`config.mk`:
```
export PLATFORM = sky130hd
export DESIGN_NAME = periodic_task_dispatch_table
export DESIGN_NICKNAME = d
export VERILOG_FILES = /design/src/rtl/ptdt_pkg.sv /design/src/rtl/ptdt_modu.sv /design/src/rtl/periodic_task_dispatch_table.sv
export SDC_FILE = /design/constraint.sdc
export NUM_CORES = 1
export LEC_CHECK = 0
export BUFFER_PORTS_ARGS = -buffer_cell sky130_fd_sc_hd__buf_2
export CORE_ASPECT_RATIO = 1.4
export CORE_MARGIN = 2
export CORE_UTILIZATION = 40
export DETAILED_ROUTE_END_ITERATION = 6
export GPL_ROUTABILITY_DRIVEN = 0
export SYNTH_ARGS = -nofsm -noshare
export SYNTH_HDL_FRONTEND = slang
export SYNTH_SLANG_ARGS = --single-unit
```
`constraint.sdc`:
```
create_clock -name clk -period 5.9 [get_ports clk]
set_input_delay 0.885 -clock clk [delete_from_list [all_inputs] [get_ports clk]]
set_output_delay 0.885 -clock clk [all_outputs]
set_load 0.01 [all_outputs]
```
`src/rtl/ptdt_pkg.sv`:
```
// Shared types and constants of the periodic task dispatch table.
package ptdt_pkg;

  localparam int RATE_W = 8;
  localparam int CNT_W  = 8;
  localparam int SLOT_W = 4;

  localparam logic [CNT_W-1:0] RELOAD_RESET = 8'd60;

  localparam logic [1:0] OP_CLEAR    = 2'd0;
  localparam logic [1:0] OP_REGISTER = 2'd1;
  localparam logic [1:0] OP_TICK     = 2'd2;

  localparam logic CFG_TICK_RELOAD   = 1'b0;
  localparam logic CFG_SECOND_RELOAD = 1'b1;

  typedef struct packed {
    logic              start;
    logic [RATE_W-1:0] dividend;
    logic [RATE_W-1:0] divisor;
  } mod_req_t;

  typedef struct packed {
    logic done;
    logic zero;
  } mod_rsp_t;

  typedef struct packed {
    logic [SLOT_W-1:0] slot;
    logic              fired;
    logic              table_full;
    logic              last;
  } result_t;

endpackage

```
`src/rtl/ptdt_modu.sv`:
```
// Shared restoring modulo unit: one quotient bit per cycle, reports a zero remainder.
module ptdt_modu
  import ptdt_pkg::*;
(
  input  logic     clk,
  input  logic     rst_n,
  input  mod_req_t req,
  output mod_rsp_t rsp
);

  localparam int STEP_W = $clog2(RATE_W);

  logic              busy_r, busy_nxt;
  logic              done_r, done_nxt;
  logic              zero_r, zero_nxt;
  logic [STEP_W-1:0] step_r, step_nxt;
  logic [RATE_W-1:0] rem_r, rem_nxt;
  logic [RATE_W-1:0] quo_r, quo_nxt;
  logic [RATE_W-1:0] div_r, div_nxt;
  logic [RATE_W:0]   trial;

  always_comb begin
    busy_nxt = busy_r;
    done_nxt = 1'b0;
    zero_nxt = zero_r;
    step_nxt = step_r;
    rem_nxt  = rem_r;
    quo_nxt  = quo_r;
    div_nxt  = div_r;
    trial    = {rem_r, quo_r[RATE_W-1]};
    if (req.start) begin
      busy_nxt = 1'b1;
      step_nxt = '0;
      rem_nxt  = '0;
      quo_nxt  = req.dividend;
      div_nxt  = req.divisor;
    end else if (busy_r) begin
      // shift in the next dividend bit, subtract when it fits
      if (trial >= {1'b0, div_r}) begin
        rem_nxt = RATE_W'(trial - {1'b0, div_r});
      end else begin
        rem_nxt = trial[RATE_W-1:0];
      end
      quo_nxt  = {quo_r[RATE_W-2:0], 1'b0};
      step_nxt = step_r + STEP_W'(1);
      if (step_r == STEP_W'(RATE_W - 1)) begin
        busy_nxt = 1'b0;
        done_nxt = 1'b1;
        zero_nxt = (rem_nxt == '0);
      end
    end
  end

  always_ff @(posedge clk) begin
    if (!rst_n) begin
      busy_r <= 1'b0;
      done_r <= 1'b0;
    end else begin
      busy_r <= busy_nxt;
      done_r <= done_nxt;
    end
  end

  always_ff @(posedge clk) begin
    zero_r <= zero_nxt;
    step_r <= step_nxt;
    rem_r  <= rem_nxt;
    quo_r  <= quo_nxt;
    div_r  <= div_nxt;
  end

  assign rsp.done = done_r;
  assign rsp.zero = zero_r;

endmodule

```
`src/rtl/periodic_task_dispatch_table.sv`:
```
// Top level of the periodic task dispatch table: sequencer, rate memory and counters.
//
// Input beats carry the opcode in in_tuser and two rates in in_tdata. A clear
// beat empties the table and gives no result. A register beat appends a task
// and gives one result beat with the slot assigned, or table_full when all
// slots are taken. A tick beat scans the occupied slots in order and gives one
// result beat per slot whose second rate divides the second counter and whose
// tick rate divides the tick counter; tlast marks the final beat. If no slot
// fires, a single beat with fired low is given. fired and table_full travel in
// out_tuser. The counters advance after the scan. Opcode 3 is dropped.
// A tick walks the slots through the one shared modulo unit: a slot with a
// zero rate is skipped without a test, and the tick test runs only when the
// second test passes; an earlier hit is sent out when a later one is found.
// in_tready is high only while the block is idle. One output register holds
// each result beat; the scan holds at a result beat while that register is full
// and out_tready is low. Reset empties the table, clears both counters and sets
// both reload registers to 60; no clearing pass is needed. The user must write the
// reload registers through cfg_* only while idle; the block does not enforce it.
module periodic_task_dispatch_table
  import ptdt_pkg::*;
#(
  parameter int SLOTS = 16
) (
  input  logic        clk,
  input  logic        rst_n,
  input  logic        in_tvalid,
  output logic        in_tready,
  input  logic [15:0] in_tdata,   // tick_rate[7:0], second_rate[15:8]
  input  logic [1:0]  in_tuser,   // opcode[1:0]
  output logic        out_tvalid,
  input  logic        out_tready,
  output logic [7:0]  out_tdata,  // slot[3:0], zero pad
  output logic [1:0]  out_tuser,  // fired[0], table_full[1]
  output logic        out_tlast,  // last_of_run
  input  logic        cfg_we,
  input  logic        cfg_index,
  input  logic [7:0]  cfg_wdata
);

  localparam int SW = (SLOTS > 1) ? $clog2(SLOTS) : 1;
  localparam int CW = $clog2(SLOTS + 1);

  typedef enum logic [3:0] {
    S_IDLE, S_RD, S_CHK, S_MODS, S_MODT, S_PUSH, S_NEXT, S_FIN, S_REGO
  } state_t;

  state_t             state_r, state_nxt;
  logic [CW-1:0]      entry_r, entry_nxt;
  logic [CW-1:0]      scan_r, scan_nxt;
  logic               pend_v_r, pend_v_nxt;
  logic [SLOT_W-1:0]  pend_slot_r, pend_slot_nxt;
  logic [CNT_W-1:0]   tick_cnt_r, tick_cnt_nxt;
  logic [CNT_W-1:0]   sec_cnt_r, sec_cnt_nxt;
  logic [CNT_W-1:0]   tick_rel_r, tick_rel_nxt;
  logic [CNT_W-1:0]   sec_rel_r, sec_rel_nxt;
  result_t            res_r, res_nxt;
  logic               out_v_r, out_v_nxt;
  result_t            out_res_r, out_res_nxt;

  logic [2*RATE_W-1:0] rate_mem [SLOTS];
  logic [2*RATE_W-1:0] rd_q_r;
  logic                mem_we;

  logic               in_fire, out_free;
  logic [1:0]         op;
  logic [RATE_W-1:0]  in_trate, in_srate, rd_tr, rd_sr;
  logic [CNT_W-1:0]   tc_dec, sc_inc;
  mod_req_t           mod_req;
  mod_rsp_t           mod_rsp;

  ptdt_modu u_modu (
    .clk   (clk),
    .rst_n (rst_n),
    .req   (mod_req),
    .rsp   (mod_rsp)
  );

  assign in_tready = (state_r == S_IDLE);
  assign in_fire   = in_tvalid && in_tready;
  assign out_free  = !out_v_r || out_tready;
  assign op        = in_tuser;
  assign in_trate  = in_tdata[7:0];
  assign in_srate  = in_tdata[15:8];
  assign rd_tr     = rd_q_r[RATE_W-1:0];
  assign rd_sr     = rd_q_r[2*RATE_W-1:RATE_W];
  assign mem_we    = in_fire && (op == OP_REGISTER) && (entry_r < CW'(SLOTS));
  assign tc_dec    = tick_cnt_r - CNT_W'(1);
  assign sc_inc    = sec_cnt_r + CNT_W'(1);

  always_ff @(posedge clk) begin
    if (mem_we) begin
      rate_mem[entry_r[SW-1:0]] <= {in_srate, in_trate};
    end
    rd_q_r <= rate_mem[scan_r[SW-1:0]];
  end

  always_comb begin
    state_nxt     = state_r;
    entry_nxt     = entry_r;
    scan_nxt      = scan_r;
    pend_v_nxt    = pend_v_r;
    pend_slot_nxt = pend_slot_r;
    tick_cnt_nxt  = tick_cnt_r;
    sec_cnt_nxt   = sec_cnt_r;
    tick_rel_nxt  = tick_rel_r;
    sec_rel_nxt   = sec_rel_r;
    res_nxt       = res_r;
    out_v_nxt     = out_v_r && !out_tready;
    out_res_nxt   = out_res_r;
    mod_req       = '0;

    if (cfg_we) begin
      case (cfg_index)
        CFG_TICK_RELOAD:   tick_rel_nxt = cfg_wdata;
        CFG_SECOND_RELOAD: sec_rel_nxt  = cfg_wdata;
        default: ;
      endcase
    end

    case (state_r)
      S_IDLE: begin
        if (in_fire) begin
          case (op)
            OP_CLEAR: entry_nxt = '0;
            OP_REGISTER: begin
              if (entry_r < CW'(SLOTS)) begin
                res_nxt   = '{slot: SLOT_W'(entry_r), fired: 1'b0, table_full: 1'b0,
                              last: 1'b1};
                entry_nxt = entry_r + CW'(1);
              end else begin
                res_nxt = '{slot: '0, fired: 1'b0, table_full: 1'b1, last: 1'b1};
              end
              state_nxt = S_REGO;
            end
            OP_TICK: begin
              scan_nxt   = '0;
              pend_v_nxt = 1'b0;
              state_nxt  = S_NEXT;
            end
            default: ;
          endcase
        end
      end
      S_NEXT: begin
        if (scan_r == entry_r) begin
          if (pend_v_r) begin
            res_nxt = '{slot: pend_slot_r, fired: 1'b1, table_full: 1'b0, last: 1'b1};
          end else begin
            res_nxt = '{slot: '0, fired: 1'b0, table_full: 1'b0, last: 1'b1};
          end
          state_nxt = S_FIN;
        end else begin
          state_nxt = S_RD;
        end
      end
      S_RD: state_nxt = S_CHK;
      S_CHK: begin
        if (rd_tr == '0 || rd_sr == '0) begin
          scan_nxt  = scan_r + CW'(1);
          state_nxt = S_NEXT;
        end else begin
          mod_req   = '{start: 1'b1, dividend: sec_cnt_r, divisor: rd_sr};
          state_nxt = S_MODS;
        end
      end
      S_MODS: begin
        if (mod_rsp.done) begin
          if (mod_rsp.zero) begin
            mod_req   = '{start: 1'b1, dividend: tick_cnt_r, divisor: rd_tr};
            state_nxt = S_MODT;
          end else begin
            scan_nxt  = scan_r + CW'(1);
            state_nxt = S_NEXT;
          end
        end
      end
      S_MODT: begin
        if (mod_rsp.done) begin
          if (!mod_rsp.zero) begin
            scan_nxt  = scan_r + CW'(1);
            state_nxt = S_NEXT;
          end else if (pend_v_r) begin
            // earlier hit is not the last one: send it before holding this one
            res_nxt   = '{slot: pend_slot_r, fired: 1'b1, table_full: 1'b0, last: 1'b0};
            state_nxt = S_PUSH;
          end else begin
            pend_v_nxt    = 1'b1;
            pend_slot_nxt = SLOT_W'(scan_r);
            scan_nxt      = scan_r + CW'(1);
            state_nxt     = S_NEXT;
          end
        end
      end
      S_PUSH: begin
        if (out_free) begin
          out_v_nxt     = 1'b1;
          out_res_nxt   = res_r;
          pend_slot_nxt = SLOT_W'(scan_r);
          scan_nxt      = scan_r + CW'(1);
          state_nxt     = S_NEXT;
        end
      end
      S_FIN: begin
        if (out_free) begin
          out_v_nxt   = 1'b1;
          out_res_nxt = res_r;
          // advance the tick counter, reload and roll the second counter on zero
          if (tc_dec == '0) begin
            tick_cnt_nxt = tick_rel_r;
            sec_cnt_nxt  = (sc_inc == '0) ? sec_rel_r : sc_inc;
          end else begin
            tick_cnt_nxt = tc_dec;
          end
          state_nxt = S_IDLE;
        end
      end
      S_REGO: begin
        if (out_free) begin
          out_v_nxt   = 1'b1;
          out_res_nxt = res_r;
          state_nxt   = S_IDLE;
        end
      end
      default: state_nxt = S_IDLE;
    endcase
  end

  always_ff @(posedge clk) begin
    if (!rst_n) begin
      state_r    <= S_IDLE;
      entry_r    <= '0;
      scan_r     <= '0;
      pend_v_r   <= 1'b0;
      tick_cnt_r <= '0;
      sec_cnt_r  <= '0;
      tick_rel_r <= RELOAD_RESET;
      sec_rel_r  <= RELOAD_RESET;
      out_v_r    <= 1'b0;
    end else begin
      state_r    <= state_nxt;
      entry_r    <= entry_nxt;
      scan_r     <= scan_nxt;
      pend_v_r   <= pend_v_nxt;
      tick_cnt_r <= tick_cnt_nxt;
      sec_cnt_r  <= sec_cnt_nxt;
      tick_rel_r <= tick_rel_nxt;
      sec_rel_r  <= sec_rel_nxt;
      out_v_r    <= out_v_nxt;
    end
    pend_slot_r <= pend_slot_nxt;
    res_r       <= res_nxt;
    out_res_r   <= out_res_nxt;
  end

  assign out_tvalid = out_v_r;
  assign out_tdata  = {4'b0000, out_res_r.slot};
  assign out_tuser  = {out_res_r.table_full, out_res_r.fired};
  assign out_tlast  = out_res_r.last;

`ifndef ASSERT_OFF
  a_entry_bound: assert property (@(posedge clk) disable iff (!rst_n)
    entry_r <= CW'(SLOTS))
    else $error("entry count exceeds slot count");

  a_mod_done_in_scan: assert property (@(posedge clk) disable iff (!rst_n)
    mod_rsp.done |-> (state_r == S_MODS || state_r == S_MODT))
    else $error("modulo result arrived outside the scan");

  a_clear_empties: assert property (@(posedge clk) disable iff (!rst_n)
    (in_fire && op == OP_CLEAR) |=> (entry_r == '0))
    else $error("clear did not empty the table");

  a_scan_bound: assert property (@(posedge clk) disable iff (!rst_n)
    (state_r != S_IDLE && state_r != S_REGO) |-> (scan_r <= entry_r))
    else $error("scan index ran past the occupied slots");
`endif

endmodule

```
==> impl_metrics.prom <==
# TYPE chip_impl_metric gauge
chip_impl_metric{name="buf_inv_stages_crit_path",unit=""} 1
chip_impl_info{name="dominantRegCellSynth",value="edfxtp_1"} 1
chip_impl_info{name="cts_tree",value="built"} 1
chip_impl_info{name="crit_slowest_cell",value="nor2_1"} 1
chip_impl_info{name="clock_tree.root_cell",value="clkbuf_16"} 1
chip_impl_metric{name="wirelength",unit="um"} 31500
chip_impl_metric{name="cellInternalPower",unit="W"} 0.00488
chip_impl_metric{name="antenna_cells",unit=""} 0
chip_impl_info{name="worstHoldPathType",value="reg -> reg"} 1
chip_impl_metric{name="maximum_number_of_pins_on_one_net_before_global_route_repair",unit=""} 69
chip_impl_metric{name="seq_power_share",unit=""} 0.477
chip_impl_metric{name="cts_inserted_buffers",unit=""} 37
chip_impl_info{name="worstHoldEndpoint",value="out_tuser[0]"} 1
chip_impl_metric{name="clk_network_pwr_share",unit=""} 0.335
chip_impl_metric{name="worst-slew-pin-transition",unit="ns"} 1.01
chip_impl_metric{name="antenna_found_initial",unit=""} 1
chip_impl_metric{name="route.vias.total",unit=""} 8242
chip_impl_metric{name="hold-path-cell-count",unit=""} 0
chip_impl_metric{name="ff2ff_path_depth",unit=""} 5
chip_impl_metric{name="die_height",unit="um"} 234
chip_impl_info{name="critical_path.startpoint_type",value="register"} 1
chip_impl_metric{name="total_count_of_hold_check_failures_in_the_final_report",unit=""} 0
chip_impl_metric{name="clockBufferDepth",unit=""} 3
chip_impl_metric{name="dpl.hpwl",unit="um"} 21100
chip_impl_metric{name="async_flop_share",unit=""} 0
chip_impl_metric{name="synthesis.yosys.warnings",unit=""} 0
chip_impl_metric{name="grt_first_pass_wirelength",unit="um"} 49500
chip_impl_metric{name="synth.avg_cell_area",unit="um^2"} 15.8
chip_impl_metric{name="clock_insertion_delay_worst_skew",unit="ns"} 0.53
chip_impl_metric{name="final_max_slew_viol_count",unit=""} 0
chip_impl_metric{name="globalRouteMet1Util",unit=""} 0.195
chip_impl_metric{name="firstDrtPassIters",unit=""} 5
chip_impl_metric{name="reg2reg_slack",unit="ns"} 2.68
chip_impl_metric{name="cts.repair_timing.setup_buffer_count",unit=""} 0
chip_impl_metric{name="numPortBuffers",unit=""} 40
chip_impl_info{name="hold_path.startpoint",value="res_r[2]"} 1
chip_impl_metric{name="cp_data_required_time",unit="ns"} 6.31
chip_impl_info{name="timing_worst_setup_path_type",value="reg -> reg"} 1
chip_impl_info{name="critical_path.most_common_cell",value="nor2_1"} 1
chip_impl_metric{name="iteration_0_drc_count_of_the_detailed_router",unit=""} 547
chip_impl_metric{name="layout-drive-gt1-share",unit=""} 0.218
chip_impl_metric{name="synth_sequential_area_ratio",unit=""} 0.680
chip_impl_metric{name="synth_cell_types",unit=""} 73
chip_impl_metric{name="grt.overflow.total",unit=""} 0
chip_impl_metric{name="htree_num_levels",unit=""} 2
chip_impl_metric{name="grt.total_usage",unit=""} 0.165
chip_impl_metric{name="area_growth_syn_to_layout",unit="%"} 12.1
chip_impl_metric{name="final_core_util",unit=""} 0.453
chip_impl_metric{name="worstPathArrival",unit="ns"} 3.63
chip_impl_metric{name="wl_per_cell",unit="um"} 21.1
chip_impl_metric{name="top_level_ports",unit=""} 45
chip_impl_metric{name="fp.dieW",unit="um"} 168
chip_impl_info{name="timing.critical_path.max_delay_family",value="simple AND/OR/NAND/NOR gates"} 1
chip_impl_metric{name="max-slew-margin-rel",unit=""} 0.323
chip_impl_metric{name="fillers",unit=""} 3257
chip_impl_info{name="reg2reg_to",value="u_modu.rem_r[3]"} 1
chip_impl_info{name="status",value="finished clean"} 1
chip_impl_metric{name="cell_rows",unit=""} 84
chip_impl_metric{name="cts_hold_buf",unit=""} 0
chip_impl_metric{name="route.detailed.drc",unit=""} 0
chip_impl_metric{name="switching_share",unit=""} 0.270
chip_impl_metric{name="clkSinkCount",unit=""} 368
chip_impl_metric{name="core_area",unit="mm^2"} 0.0374
chip_impl_metric{name="cap_violations",unit=""} 0
chip_impl_metric{name="synthesis.instances",unit=""} 955
chip_impl_metric{name="timing.fmax",unit="MHz"} 311
chip_impl_info{name="grt_most_used_layer",value="met2"} 1
chip_impl_info{name="cells_along_the_critical_path",value="nor2_1, and4_1, nor2_1, clkinv_1, a211oi_1"} 1
chip_impl_metric{name="final.setup.tns",unit="ns"} 0
chip_impl_metric{name="postCtsResizedCells",unit=""} 0
chip_impl_metric{name="setup_viol",unit=""} 0
chip_impl_metric{name="avgViaCountPerCell",unit=""} 5.52
chip_impl_metric{name="design.final.nets",unit=""} 1046
chip_impl_metric{name="total_switching_power",unit="W"} 0.00180
chip_impl_metric{name="skew",unit="ns"} 0.0127
chip_impl_metric{name="vias_in_the_first_global_route",unit=""} 8590
chip_impl_metric{name="ff_latch_area",unit="mm^2"} 0.0103
chip_impl_metric{name="die_footprint",unit="mm^2"} 0.0394
chip_impl_metric{name="clkSlewWorstSetupHoldPaths",unit="ns"} 0.06
chip_impl_info{name="rr_startpoint",value="state_r[3]"} 1
chip_impl_metric{name="met2_usage",unit=""} 0.305
chip_impl_metric{name="p_comb_frac",unit=""} 0.188
chip_impl_metric{name="period_needed",unit="ns"} 3.22
chip_impl_metric{name="final.period_utilization",unit=""} 0.545
chip_impl_metric{name="syn-cell-area",unit="mm^2"} 0.0151
chip_impl_metric{name="multi_input_logic_area",unit="mm^2"} 0.00458
chip_impl_metric{name="yosys_register_bits",unit=""} 368
chip_impl_metric{name="critPathMaxFanout",unit=""} 20
chip_impl_metric{name="leakage",unit="nW"} 5.50
chip_impl_info{name="grt_setup_unrepaired",value="false"} 1
chip_impl_metric{name="timing.critical_path.slowest_cell_delay",unit="ns"} 0.72
chip_impl_metric{name="synth_edf_count",unit=""} 291
chip_impl_metric{name="ant_nets",unit=""} 0
chip_impl_info{name="worstSetupEndpointType",value="register"} 1
chip_impl_metric{name="power-per-cell-area",unit="mW/mm^2"} 394
chip_impl_metric{name="initial_core_utilization",unit=""} 0.404
chip_impl_metric{name="grt_util_met3",unit=""} 0.0260
chip_impl_metric{name="ir_worst_vdd",unit="V"} 0.000242
## power by group through the flow
stage	clock, W	sequential, W	combinational, W
final	0.00224	0.00319	0.00125
after global placement	0	0.00325	0.00125
after detailed placement	0	0.00325	0.00126
after floorplan	0	0.00311	0.00107
after global routing	0.00240	0.00322	0.00139
after CTS	0.00230	0.00319	0.00127
## layer usage
metal	wire, um	up-vias	share of wire
li1	-	3822	-
met1	12500	4177	0.40
met2	16700	191	0.53
met3	1270	50	0.040
met4	969	2	0.031
met5	13	-	0.00041
## cell families (layout without fill, tap and decap cells)
logic type,count (synthesis),count (layout),synth area share
flops,368,368,0.680
buf+inv,76,138,0.0218
fa+ha+maj,19,19,0.0162
other cells,1,4,0.000248
xor+xnor,13,13,0.00753
simple gates,237,237,0.0787
mux,89,89,0.125
compound gates,152,152,0.0706
## Yosys cell counts (all sizes together), types with 2 or more instances
| cell type | n | area, um^2 |
|---|---|---|
| edfxtp | 291 | 8740 |
| nand2 | 83 | 312 |
| mux4 | 80 | 1800 |
| dfxtp | 77 | 1540 |
| nor2 | 51 | 196 |
| a21oi | 44 | 231 |
| clkbuf | 32 | 120 |
| nand3 | 28 | 140 |
| inv | 23 | 86.3 |
| o21ai | 23 | 119 |
| buf | 19 | 116 |
| ha | 18 | 225 |
| nor3 | 16 | 108 |
| a22o | 13 | 114 |
| a211oi | 11 | 97.6 |
| xnor2 | 10 | 87.6 |
| nor4 | 9 | 92.6 |
| a22oi | 8 | 65.1 |
| mux2i | 8 | 80.1 |
| nand2b | 8 | 50.1 |
| a21boi | 7 | 52.6 |
| nand3b | 7 | 52.6 |
| nor2b | 6 | 37.5 |
| and2 | 5 | 31.3 |
| o31ai | 5 | 37.5 |
| or2 | 5 | 31.3 |
| a21o | 4 | 30.0 |
| a221oi | 4 | 35.0 |
| a31oi | 4 | 25.0 |
| a41oi | 4 | 35.0 |
| o211ai | 4 | 30.0 |
| or3 | 4 | 25.0 |
| and3 | 3 | 18.8 |
| and4 | 3 | 26.3 |
| nand4 | 3 | 18.8 |
| o221a | 3 | 33.8 |
| o32ai | 3 | 26.3 |
| xor2 | 3 | 26.3 |
| clkinv | 2 | 7.51 |
| nor3b | 2 | 15.0 |
| o211a | 2 | 20.0 |
| o21a | 2 | 15.0 |
| o221ai | 2 | 17.5 |
## cell usage in the layout, fill, tap and decap left out, types with 5 or more instances in the layout
cell	Yosys	final
nand3_1	28	28
nor2_1	49	37
o31ai_1	5	5
xnor2_1	10	10
nor3_1	13	9
a22oi_1	7	7
buf_4	5	9
nand2b_1	8	8
a22o_1	13	13
a21boi_0	6	6
a21oi_1	41	41
buf_2	9	40
a211oi_1	8	8
clkbuf_1	32	11
nor2b_1	6	6
nor4_1	6	6
clkinv_1	2	6
nand3b_1	7	7
mux2i_1	8	8
nand2_1	83	83
nor3_2	1	5
ha_1	18	18
o21ai_0	22	22
mux4_2	80	80
dfxtp_1	77	75
nor2_2	2	14
inv_1	23	23
and2_1	5	5
edfxtp_1	291	291
clkbuf_16	0	37
## how the worst max path moves through the flow
stage,start,end,cells after the start
3_5_place_dp,state_r[3],u_modu.rem_r[3],5
5_1_grt,state_r[3],u_modu.rem_r[3],5
3_3_place_gp,state_r[3],u_modu.div_r[3],4
2_1_floorplan,in_tuser[0],rate_mem[3][0],5
4_1_cts,state_r[3],u_modu.rem_r[3],5
6_report,state_r[3],u_modu.rem_r[3],5
## worst register-to-register path, cell delays in order, from the launching register on
cell      delay (ns)
dfxtp_1         0.67
nor2_1          0.24
and4_1          0.44
nor2_1          0.72
clkinv_1        0.68
a211oi_1        0.35
## sequential cells by signal, summed over array words and instances (netlist names)
name	count
rate_mem	256
rd_q_r	16
sec_cnt_r	8
sec_rel_r	8
tick_cnt_r	8
tick_rel_r	8
u_modu.div_r	8
u_modu.quo_r	8
u_modu.rem_r	8
res_r	7
entry_r	5
scan_r	5
out_tdata	4
pend_slot_r	4
state_r	4
u_modu.step_r	3
out_tuser	2
out_tlast	1
out_tvalid	1
pend_v_r	1
u_modu.busy_r	1
u_modu.done_r	1
u_modu.zero_r	1
## layout make-up
class,count,area share
flip-flops and latches,368,0.606
multi-input cells,514,0.270
clock buffers,50,0.0586
well taps,473,0.0349
repair buffers,49,0.0158
clock inverters,14,0.00885
inverters,25,0.00553
## metrics by stage
step | setup WS (ns) | hold WS (ns) | power, W | std cells | cell area [um^2]
floorplan | 2.71 | 0.400 | 0.00418 | 958 | 15100
global placement | 2.80 | 0.403 | 0.00450 | 1429 | 15800
detailed placement | 2.66 | 0.405 | 0.00451 | 1429 | 15800
CTS | 2.65 | 0.421 | 0.00676 | 1493 | 17000
global route | 2.29 | 0.426 | 0.00700 | 1493 | 17000
finish | 2.68 | 0.419 | 0.00668 | 1493 | 17000
No activity file was read; power rests on OpenSTA's default activity.
